$ cat config.mk
export PLATFORM = sky130hd
export DESIGN_NAME = stable_min_priority_queue_unit
export DESIGN_NICKNAME = d
export VERILOG_FILES = /design/src/hdl/smpq_pkg.sv /design/src/hdl/smpq_cell.sv /design/src/hdl/stable_min_priority_queue_unit.sv
export VERILOG_INCLUDE_DIRS = /design/src /design/src/hdl
export SDC_FILE = /design/constraint.sdc
export NUM_CORES = 2
export LEC_CHECK = 0
export BUFFER_PORTS_ARGS = -buffer_cell sky130_fd_sc_hd__buf_2
export CAP_MARGIN = 15
export CORE_MARGIN = 2
export CORE_UTILIZATION = 51
export CTS_BUF_LIST = sky130_fd_sc_hd__clkbuf_4
export DETAILED_ROUTE_END_ITERATION = 10
export GPL_TIMING_DRIVEN = 0
export HOLD_SLACK_MARGIN = 0.08
export PLACE_DENSITY = 0.69
export REMOVE_ABC_BUFFERS = 1
export SYNTH_ARGS = -nofsm -noshare
export SYNTH_HDL_FRONTEND = slang
export SYNTH_HIERARCHICAL = 1
export SYNTH_SLANG_ARGS = --single-unit
$ cat constraint.sdc
create_clock -name clk -period 5.7 [get_ports clk]
set_clock_uncertainty 0.1 [all_clocks]
set_input_delay 1.14 -clock clk [delete_from_list [all_inputs] [get_ports clk]]
set_output_delay 1.14 -clock clk [all_outputs]
set_load 0.01 [all_outputs]
$ cat src/hdl/assert_macros.svh
// Assertion macros shared by the queue RTL.
// Included by the top level only; no other dependencies.
`ifndef ASSERT_MACROS_SVH
`define ASSERT_MACROS_SVH

// Implication checked on every rising edge outside reset.
`define ASSERT_PROP(label, clk, rst_n, prop, msg) \
    label: assert property (@(posedge clk) disable iff (!rst_n) prop) else $error(msg);

// Plain condition that must hold on every rising edge outside reset.
`define ASSERT_ALWAYS(label, clk, rst_n, cond, msg) \
    `ASSERT_PROP(label, clk, rst_n, (cond), msg)

`endif

$ cat src/hdl/smpq_pkg.sv
// Shared types and constants for the stable minimum-first priority queue.
// No dependencies; imported by the cell and the top level.
package smpq_pkg;

    localparam int CAPACITY_DEF      = 16;
    localparam int PRIORITY_BITS_DEF = 16;
    localparam int PAYLOAD_BITS_DEF  = 32;

    typedef enum logic {
        CMD_ENQ = 1'b0,
        CMD_DEQ = 1'b1
    } cmd_t;

    typedef enum logic [1:0] {
        ST_ENQUEUED = 2'd0,
        ST_DEQUEUED = 2'd1,
        ST_EMPTY    = 2'd2,
        ST_FULL     = 2'd3
    } status_t;

    // Operation broadcast to every cell in the chain.
    typedef struct packed {
        logic enq;
        logic deq;
    } cell_ctrl_t;

endpackage

$ cat src/hdl/smpq_cell.sv
// One slot of the sorted chain: holds a priority and payload and, on each
// operation, keeps its entry, takes the new one or takes a neighbour's.
// Depends on smpq_pkg.
module smpq_cell #(
    parameter int PRIORITY_BITS = smpq_pkg::PRIORITY_BITS_DEF,
    parameter int PAYLOAD_BITS  = smpq_pkg::PAYLOAD_BITS_DEF
) (
    input  logic                      clk,
    input  smpq_pkg::cell_ctrl_t      ctrl,
    input  logic                      valid,
    input  logic signed [PRIORITY_BITS-1:0] new_prio,
    input  logic [PAYLOAD_BITS-1:0]   new_payload,
    input  logic                      ins_left,
    input  logic signed [PRIORITY_BITS-1:0] left_prio,
    input  logic [PAYLOAD_BITS-1:0]   left_payload,
    input  logic signed [PRIORITY_BITS-1:0] right_prio,
    input  logic [PAYLOAD_BITS-1:0]   right_payload,
    output logic                      ins,
    output logic signed [PRIORITY_BITS-1:0] prio,
    output logic [PAYLOAD_BITS-1:0]   payload
);
    import smpq_pkg::*;

    logic signed [PRIORITY_BITS-1:0] prio_reg;
    logic signed [PRIORITY_BITS-1:0] prio_next;
    logic [PAYLOAD_BITS-1:0]         payload_reg;
    logic [PAYLOAD_BITS-1:0]         payload_next;

    // The new entry belongs at or before this slot when the slot is empty or
    // holds a strictly larger priority, so equal priorities keep arrival order.
    assign ins = !valid || (prio_reg > new_prio);

    always_comb
    begin
        prio_next    = prio_reg;
        payload_next = payload_reg;
        if (ctrl.enq && ins)
        begin
            if (ins_left)
            begin
                prio_next    = left_prio;
                payload_next = left_payload;
            end
            else
            begin
                prio_next    = new_prio;
                payload_next = new_payload;
            end
        end
        else if (ctrl.deq)
        begin
            prio_next    = right_prio;
            payload_next = right_payload;
        end
    end

    always_ff @(posedge clk)
    begin
        prio_reg    <= prio_next;
        payload_reg <= payload_next;
    end

    assign prio    = prio_reg;
    assign payload = payload_reg;

endmodule

$ cat src/hdl/stable_min_priority_queue_unit.sv
// Stable minimum-first priority queue built as a sorted chain of cells.
// The result word is registered, valid in the cycle after the input word is taken.
// Throughput: one word per cycle unless output stalls; every cell updates in parallel.
// Reset (rst_n, asynchronous, active low) empties the queue and drops m_axis_tvalid.
// Depends on smpq_pkg, smpq_cell and assert_macros.svh.
`include "assert_macros.svh"

module stable_min_priority_queue_unit #(
    parameter int CAPACITY      = smpq_pkg::CAPACITY_DEF,
    parameter int PRIORITY_BITS = smpq_pkg::PRIORITY_BITS_DEF,
    parameter int PAYLOAD_BITS  = smpq_pkg::PAYLOAD_BITS_DEF,
    localparam int OCC_W = $clog2(CAPACITY + 1),
    localparam int IN_W  = ((PRIORITY_BITS + PAYLOAD_BITS + 7) / 8) * 8,
    localparam int OUT_W = ((PRIORITY_BITS + PAYLOAD_BITS + OCC_W + 7) / 8) * 8
) (
    input  logic             clk,
    input  logic             rst_n,
    input  logic             s_axis_tvalid,
    output logic             s_axis_tready,
    // priority_req, payload (lowest bit first), zero padded
    input  logic [IN_W-1:0]  s_axis_tdata,
    // cmd
    input  logic [0:0]       s_axis_tuser,
    output logic             m_axis_tvalid,
    input  logic             m_axis_tready,
    // out_priority, out_payload, occupancy (lowest bit first), zero padded
    output logic [OUT_W-1:0] m_axis_tdata,
    // status
    output logic [1:0]       m_axis_tuser
);
    import smpq_pkg::*;

    localparam int DATA_W = PRIORITY_BITS + PAYLOAD_BITS + OCC_W;

    logic                            in_acc;
    logic                            is_deq;
    logic                            full;
    logic                            empty;
    cell_ctrl_t                      ctrl;
    logic signed [PRIORITY_BITS-1:0] new_prio;
    logic [PAYLOAD_BITS-1:0]         new_payload;

    logic [OCC_W-1:0]                count_reg;
    logic [OCC_W-1:0]                count_next;

    logic                            out_valid_reg;
    status_t                         status_reg;
    status_t                         status_next;
    logic signed [PRIORITY_BITS-1:0] out_prio_reg;
    logic signed [PRIORITY_BITS-1:0] out_prio_next;
    logic [PAYLOAD_BITS-1:0]         out_payload_reg;
    logic [PAYLOAD_BITS-1:0]         out_payload_next;
    logic [OCC_W-1:0]                occ_reg;

    logic                            cell_valid [CAPACITY];
    logic                            cell_ins   [CAPACITY];
    logic signed [PRIORITY_BITS-1:0] cell_prio  [CAPACITY];
    logic [PAYLOAD_BITS-1:0]         cell_pay   [CAPACITY];

    assign s_axis_tready = !out_valid_reg || m_axis_tready;
    assign in_acc        = s_axis_tvalid && s_axis_tready;
    assign is_deq        = (s_axis_tuser[0] == CMD_DEQ);
    assign new_prio      = s_axis_tdata[PRIORITY_BITS-1:0];
    assign new_payload   = s_axis_tdata[PRIORITY_BITS +: PAYLOAD_BITS];
    assign full          = (count_reg == OCC_W'(CAPACITY));
    assign empty         = (count_reg == '0);

    assign ctrl.enq = in_acc && !is_deq && !full;
    assign ctrl.deq = in_acc && is_deq && !empty;

    genvar i;
    generate
        for (i = 0; i < CAPACITY; i++)
        begin : g_cell
            logic                            ins_l;
            logic signed [PRIORITY_BITS-1:0] prio_l;
            logic [PAYLOAD_BITS-1:0]         pay_l;
            logic signed [PRIORITY_BITS-1:0] prio_r;
            logic [PAYLOAD_BITS-1:0]         pay_r;

            // Occupied slots always form a prefix of the chain.
            assign cell_valid[i] = (OCC_W'(i) < count_reg);

            if (i == 0)
            begin : g_head
                assign ins_l  = 1'b0;
                assign prio_l = new_prio;
                assign pay_l  = new_payload;
            end
            else
            begin : g_body
                assign ins_l  = cell_ins[i-1];
                assign prio_l = cell_prio[i-1];
                assign pay_l  = cell_pay[i-1];
            end

            if (i == CAPACITY - 1)
            begin : g_tail
                assign prio_r = cell_prio[i];
                assign pay_r  = cell_pay[i];
            end
            else
            begin : g_inner
                assign prio_r = cell_prio[i+1];
                assign pay_r  = cell_pay[i+1];
            end

            smpq_cell #(
                .PRIORITY_BITS (PRIORITY_BITS),
                .PAYLOAD_BITS  (PAYLOAD_BITS)
            ) u_cell (
                .clk           (clk),
                .ctrl          (ctrl),
                .valid         (cell_valid[i]),
                .new_prio      (new_prio),
                .new_payload   (new_payload),
                .ins_left      (ins_l),
                .left_prio     (prio_l),
                .left_payload  (pay_l),
                .right_prio    (prio_r),
                .right_payload (pay_r),
                .ins           (cell_ins[i]),
                .prio          (cell_prio[i]),
                .payload       (cell_pay[i])
            );
        end
    endgenerate

    always_comb
    begin
        count_next       = count_reg;
        out_prio_next    = '0;
        out_payload_next = '0;
        priority if (is_deq && empty)
        begin
            status_next = ST_EMPTY;
        end
        else if (is_deq)
        begin
            status_next      = ST_DEQUEUED;
            out_prio_next    = cell_prio[0];
            out_payload_next = cell_pay[0];
            count_next       = count_reg - OCC_W'(1);
        end
        else if (full)
        begin
            status_next = ST_FULL;
        end
        else
        begin
            status_next = ST_ENQUEUED;
            count_next  = count_reg + OCC_W'(1);
        end
    end

    always_ff @(posedge clk or negedge rst_n)
    begin
        if (!rst_n)
        begin
            count_reg     <= '0;
            out_valid_reg <= 1'b0;
            status_reg    <= ST_ENQUEUED;
        end
        else
        begin
            if (in_acc)
            begin
                count_reg     <= count_next;
                out_valid_reg <= 1'b1;
                status_reg    <= status_next;
            end
            else if (m_axis_tready)
            begin
                out_valid_reg <= 1'b0;
            end
        end
    end

    always_ff @(posedge clk)
    begin
        if (in_acc)
        begin
            out_prio_reg    <= out_prio_next;
            out_payload_reg <= out_payload_next;
            occ_reg         <= count_next;
        end
    end

    assign m_axis_tvalid = out_valid_reg;
    assign m_axis_tuser  = status_reg;
    assign m_axis_tdata  = {{(OUT_W - DATA_W){1'b0}}, occ_reg, out_payload_reg, out_prio_reg};

    `ASSERT_ALWAYS(a_count_bound, clk, rst_n, count_reg <= OCC_W'(CAPACITY),
        "entry count exceeds capacity")
    `ASSERT_PROP(a_enq_count, clk, rst_n, ctrl.enq |=> count_reg == $past(count_reg) + OCC_W'(1),
        "enqueue did not grow the queue by one")
    `ASSERT_PROP(a_empty_status, clk, rst_n, in_acc && is_deq && empty |=> m_axis_tuser == ST_EMPTY,
        "dequeue on empty queue not reported")
    `ASSERT_PROP(a_head_sorted, clk, rst_n, count_reg >= OCC_W'(2) |-> cell_prio[0] <= cell_prio[1],
        "head of the chain is out of order")

endmodule
==> flow_results.org <==
** Min path
- The min-delay analysis places its worst path in the category input port to flip-flop.

** Clocking
- Number of buffers added for setup after CTS :: 0
- Clk_lat worst skew :: 1.13 ns
- Clock root buffer :: sky130_fd_sc_hd__clkbuf_4
- Quantity of hold-fixing buffers added after cts :: 2
- Number of clock buffers inserted by TritonCTS :: 220
- Gates resized during post-CTS repair numbered 0.
- TritonCTS clock tree :: built
- After clock tree synthesis, the clock-pin slew on the worst setup and hold paths is 0.07 ns.
- In this run the deepest clock path goes through 3 buffers.
- CTS sink count :: 829
- Number of levels in the clock H-tree :: 4

** Worst setup path
- Setup CP Type :: flip-flop to flip-flop
- Nature of the critical path startpoint :: flip-flop
- Data arrival time at the worst-slack endpoint :: 6.05 ns
- Largest driver fanout on the critical path :: 49
- For the worst setup path, the data required time is 6.38 ns.
- The worst setup path is captured at a flip-flop.

** Placed design
- Before CTS, the worst setup slack after placement is 0.08353 ns.
- Count of buffers from port buffering :: 109
- Detailed placement ended at an HPWL of 88.22 mm.
- Counting tap cells, the placed design contains a total of 5531 instances.
- Final RePlAce weighted congestion :: 0.8403

** Floorplanning
- Die Y-Extent :: 328.4 um
- Die X :: 328.4 um
- Area enclosed by the die boundary :: 107900 um2
- Area inside the core boundary :: 104800 um2
- The floorplan has 119 rows.
- The initial utilization of the core area, before any placement, comes to 0.5120.
- Pin placement for this block handled 113 I/O pins.

** STA
- Dividing the final minimum period by the clock period gives 0.9415.
- Min Tclk post-route :: 5.367 ns
- Setup violations remaining at the end of the flow were counted as 0.
- Normalized max-slew margin :: 0.2825
- The hold violation total from the final report is 0.
- Timing would allow up to 0.1863 GHz.
- RSZ-0062 raised after global routing :: false
- In the final timing run, aggregate negative setup slack is 0 ns.
- Final worst slack :: 0.3334 ns
- Measured slew at the worst slew-check pin :: 1.074 ns
- The max-slew violation count was 0.

** Detailed routing
- The routed layout has 34.52k vias.
- Starting DRC count in detailed routing :: 2119
- Via count normalized by instance count :: 5.831
- Routed wire length :: 121.4 mm
- Number of detailed-routing iterations run before antenna repair :: 5
- Average wire per standard cell :: 20.50 um
- After detailed routing, the number of remaining DRC violations is 0.
- Number of nets still failing antenna checks after routing :: 0

** Cells and area
- The area growth from synthesis to layout is 9.381%.
- Leaving out fill and tap cells, the most frequent cells in the layout are sky130_fd_sc_hd__edfxtp_1 (821), sky130_fd_sc_hd__mux2_2 (794), sky130_fd_sc_hd__clkbuf_4 (340), sky130_fd_sc_hd__inv_1 (282), sky130_fd_sc_hd__ha_1 (260).
- Share of post-route cells with drive strength above 1 :: 0.3723
- Fill cells in the final layout number 8719.
- Leaving out filler cells and counting taps, the final layout contains 5921.
- Number of nets in the final layout :: 4687
- The register with the most flip-flops in the layout has 512 of them.
- Leaving out fill and tap cells, the most frequent cell in the layout is sky130_fd_sc_hd__edfxtp_1.

** Power and ir drop
- For this design the static power due to leakage is 23.08 nW.
- Power per unit of standard cell area :: 475.5 nW/um2
- VDD sags by at most 0.2286 mV.

** Synth
- After synthesis the cells add up to 53670 um2.
- Syn_area_per_cell :: 12.59 um2
- The Yosys step of the flow raised 6 warnings.
- Cell count after synthesis :: 4263

** Job
- Count of maximum capacitance violations :: 0

** Global routing
- The initial antenna violation count is 8.
- The via count of the first global-routing pass was 35.65k.
- Across every metal layer, demand over resource in global routing totals 0.2226.
- Residual overflow from global routing :: 0
- Entering global routing, the biggest net connects 75 pins.
- The first global-routing pass estimated 194.8 mm of wire.

** Status
- Run status :: completed
==> critical path, cell delays in order (launching register included) <==
cell,delay [ns]
sky130_fd_sc_hd__dfrtp_1,0.61
sky130_fd_sc_hd__inv_1,0.23
sky130_fd_sc_hd__ha_1,0.27
sky130_fd_sc_hd__and4bb_1,0.28
sky130_fd_sc_hd__nor3_2,0.63
sky130_fd_sc_hd__buf_8,0.24
sky130_fd_sc_hd__buf_6,0.16
sky130_fd_sc_hd__buf_6,0.18
sky130_fd_sc_hd__buf_6,0.18
sky130_fd_sc_hd__nand2_1,0.09
sky130_fd_sc_hd__or3b_2,0.49
sky130_fd_sc_hd__nand4_4,0.64
sky130_fd_sc_hd__or2_2,0.57
sky130_fd_sc_hd__buf_12,0.28
==> power breakdown <==
group	switching [mW]	total (mW)	internal, mW
Clock	2.52	5.26	2.74
Sequential	1.04	10.3	9.25
Combinational	6.30	12.4	6.07
Total	9.86	27.9	18.1
==> routing by layer <==
layer / GRT usage / part of all wire / vias up
met5: 0 / 0.00064 / -
met4: 0.06810 / 0.018 / 12
met2: 0.3595 / 0.46 / 870
met1: 0.3069 / 0.47 / 16740
met3: 0.03727 / 0.049 / 172
li1: - / - / 16730
==> final timing paths <==
| check | from | to | slack [ns] | depth (start not counted) |
|---|---|---|---|---|
| min in group asynchronous | rst_n | count_reg[1] | 0.32 | 2 |
| setup reg to reg | count_reg[1] | g_cell[0].u_cell/prio[13] | 0.33 | 13 |
| max in group asynchronous | rst_n | count_reg[2] | 4.98 | 2 |
| hold reg to reg | m_axis_tuser[0] | m_axis_tuser[0] | 0.39 | 2 |
| hold / removal | m_axis_tready | m_axis_tvalid | 0.26 | 3 |
| setup / recovery | count_reg[1] | g_cell[0].u_cell/prio[13] | 0.33 | 13 |
==> area by class of cell <==
type	instances	area, um2	area share
multi-input combinational	2842	25990	0.4427
sequential	829	24850	0.4233
clock buffer	340	2552	0.04348
timing repair buffer	198	2290	0.03900
tap	1391	1740	0.02965
inverter	283	1062	0.01809
clock inverter	36	214.0	0.003644
antenna	2	5.005	0.00008525
==> stage by stage <==
step / total power, mW / hold slack, ns / util / instance area [um2]
finish: 27.92 / 0.2582 / 0.5601 / 58710
global route: 29.63 / 0.2206 / 0.5601 / 58710
CTS: 28.03 / 0.09800 / 0.5578 / 58460
detailed placement: 22.67 / 0.3767 / 0.5312 / 55680
global placement: 22.70 / 0.3710 / 0.5148 / 53960
floorplan: 19.58 / 0.4162 / - / 51670
Power figures use the tool's default switching activity.
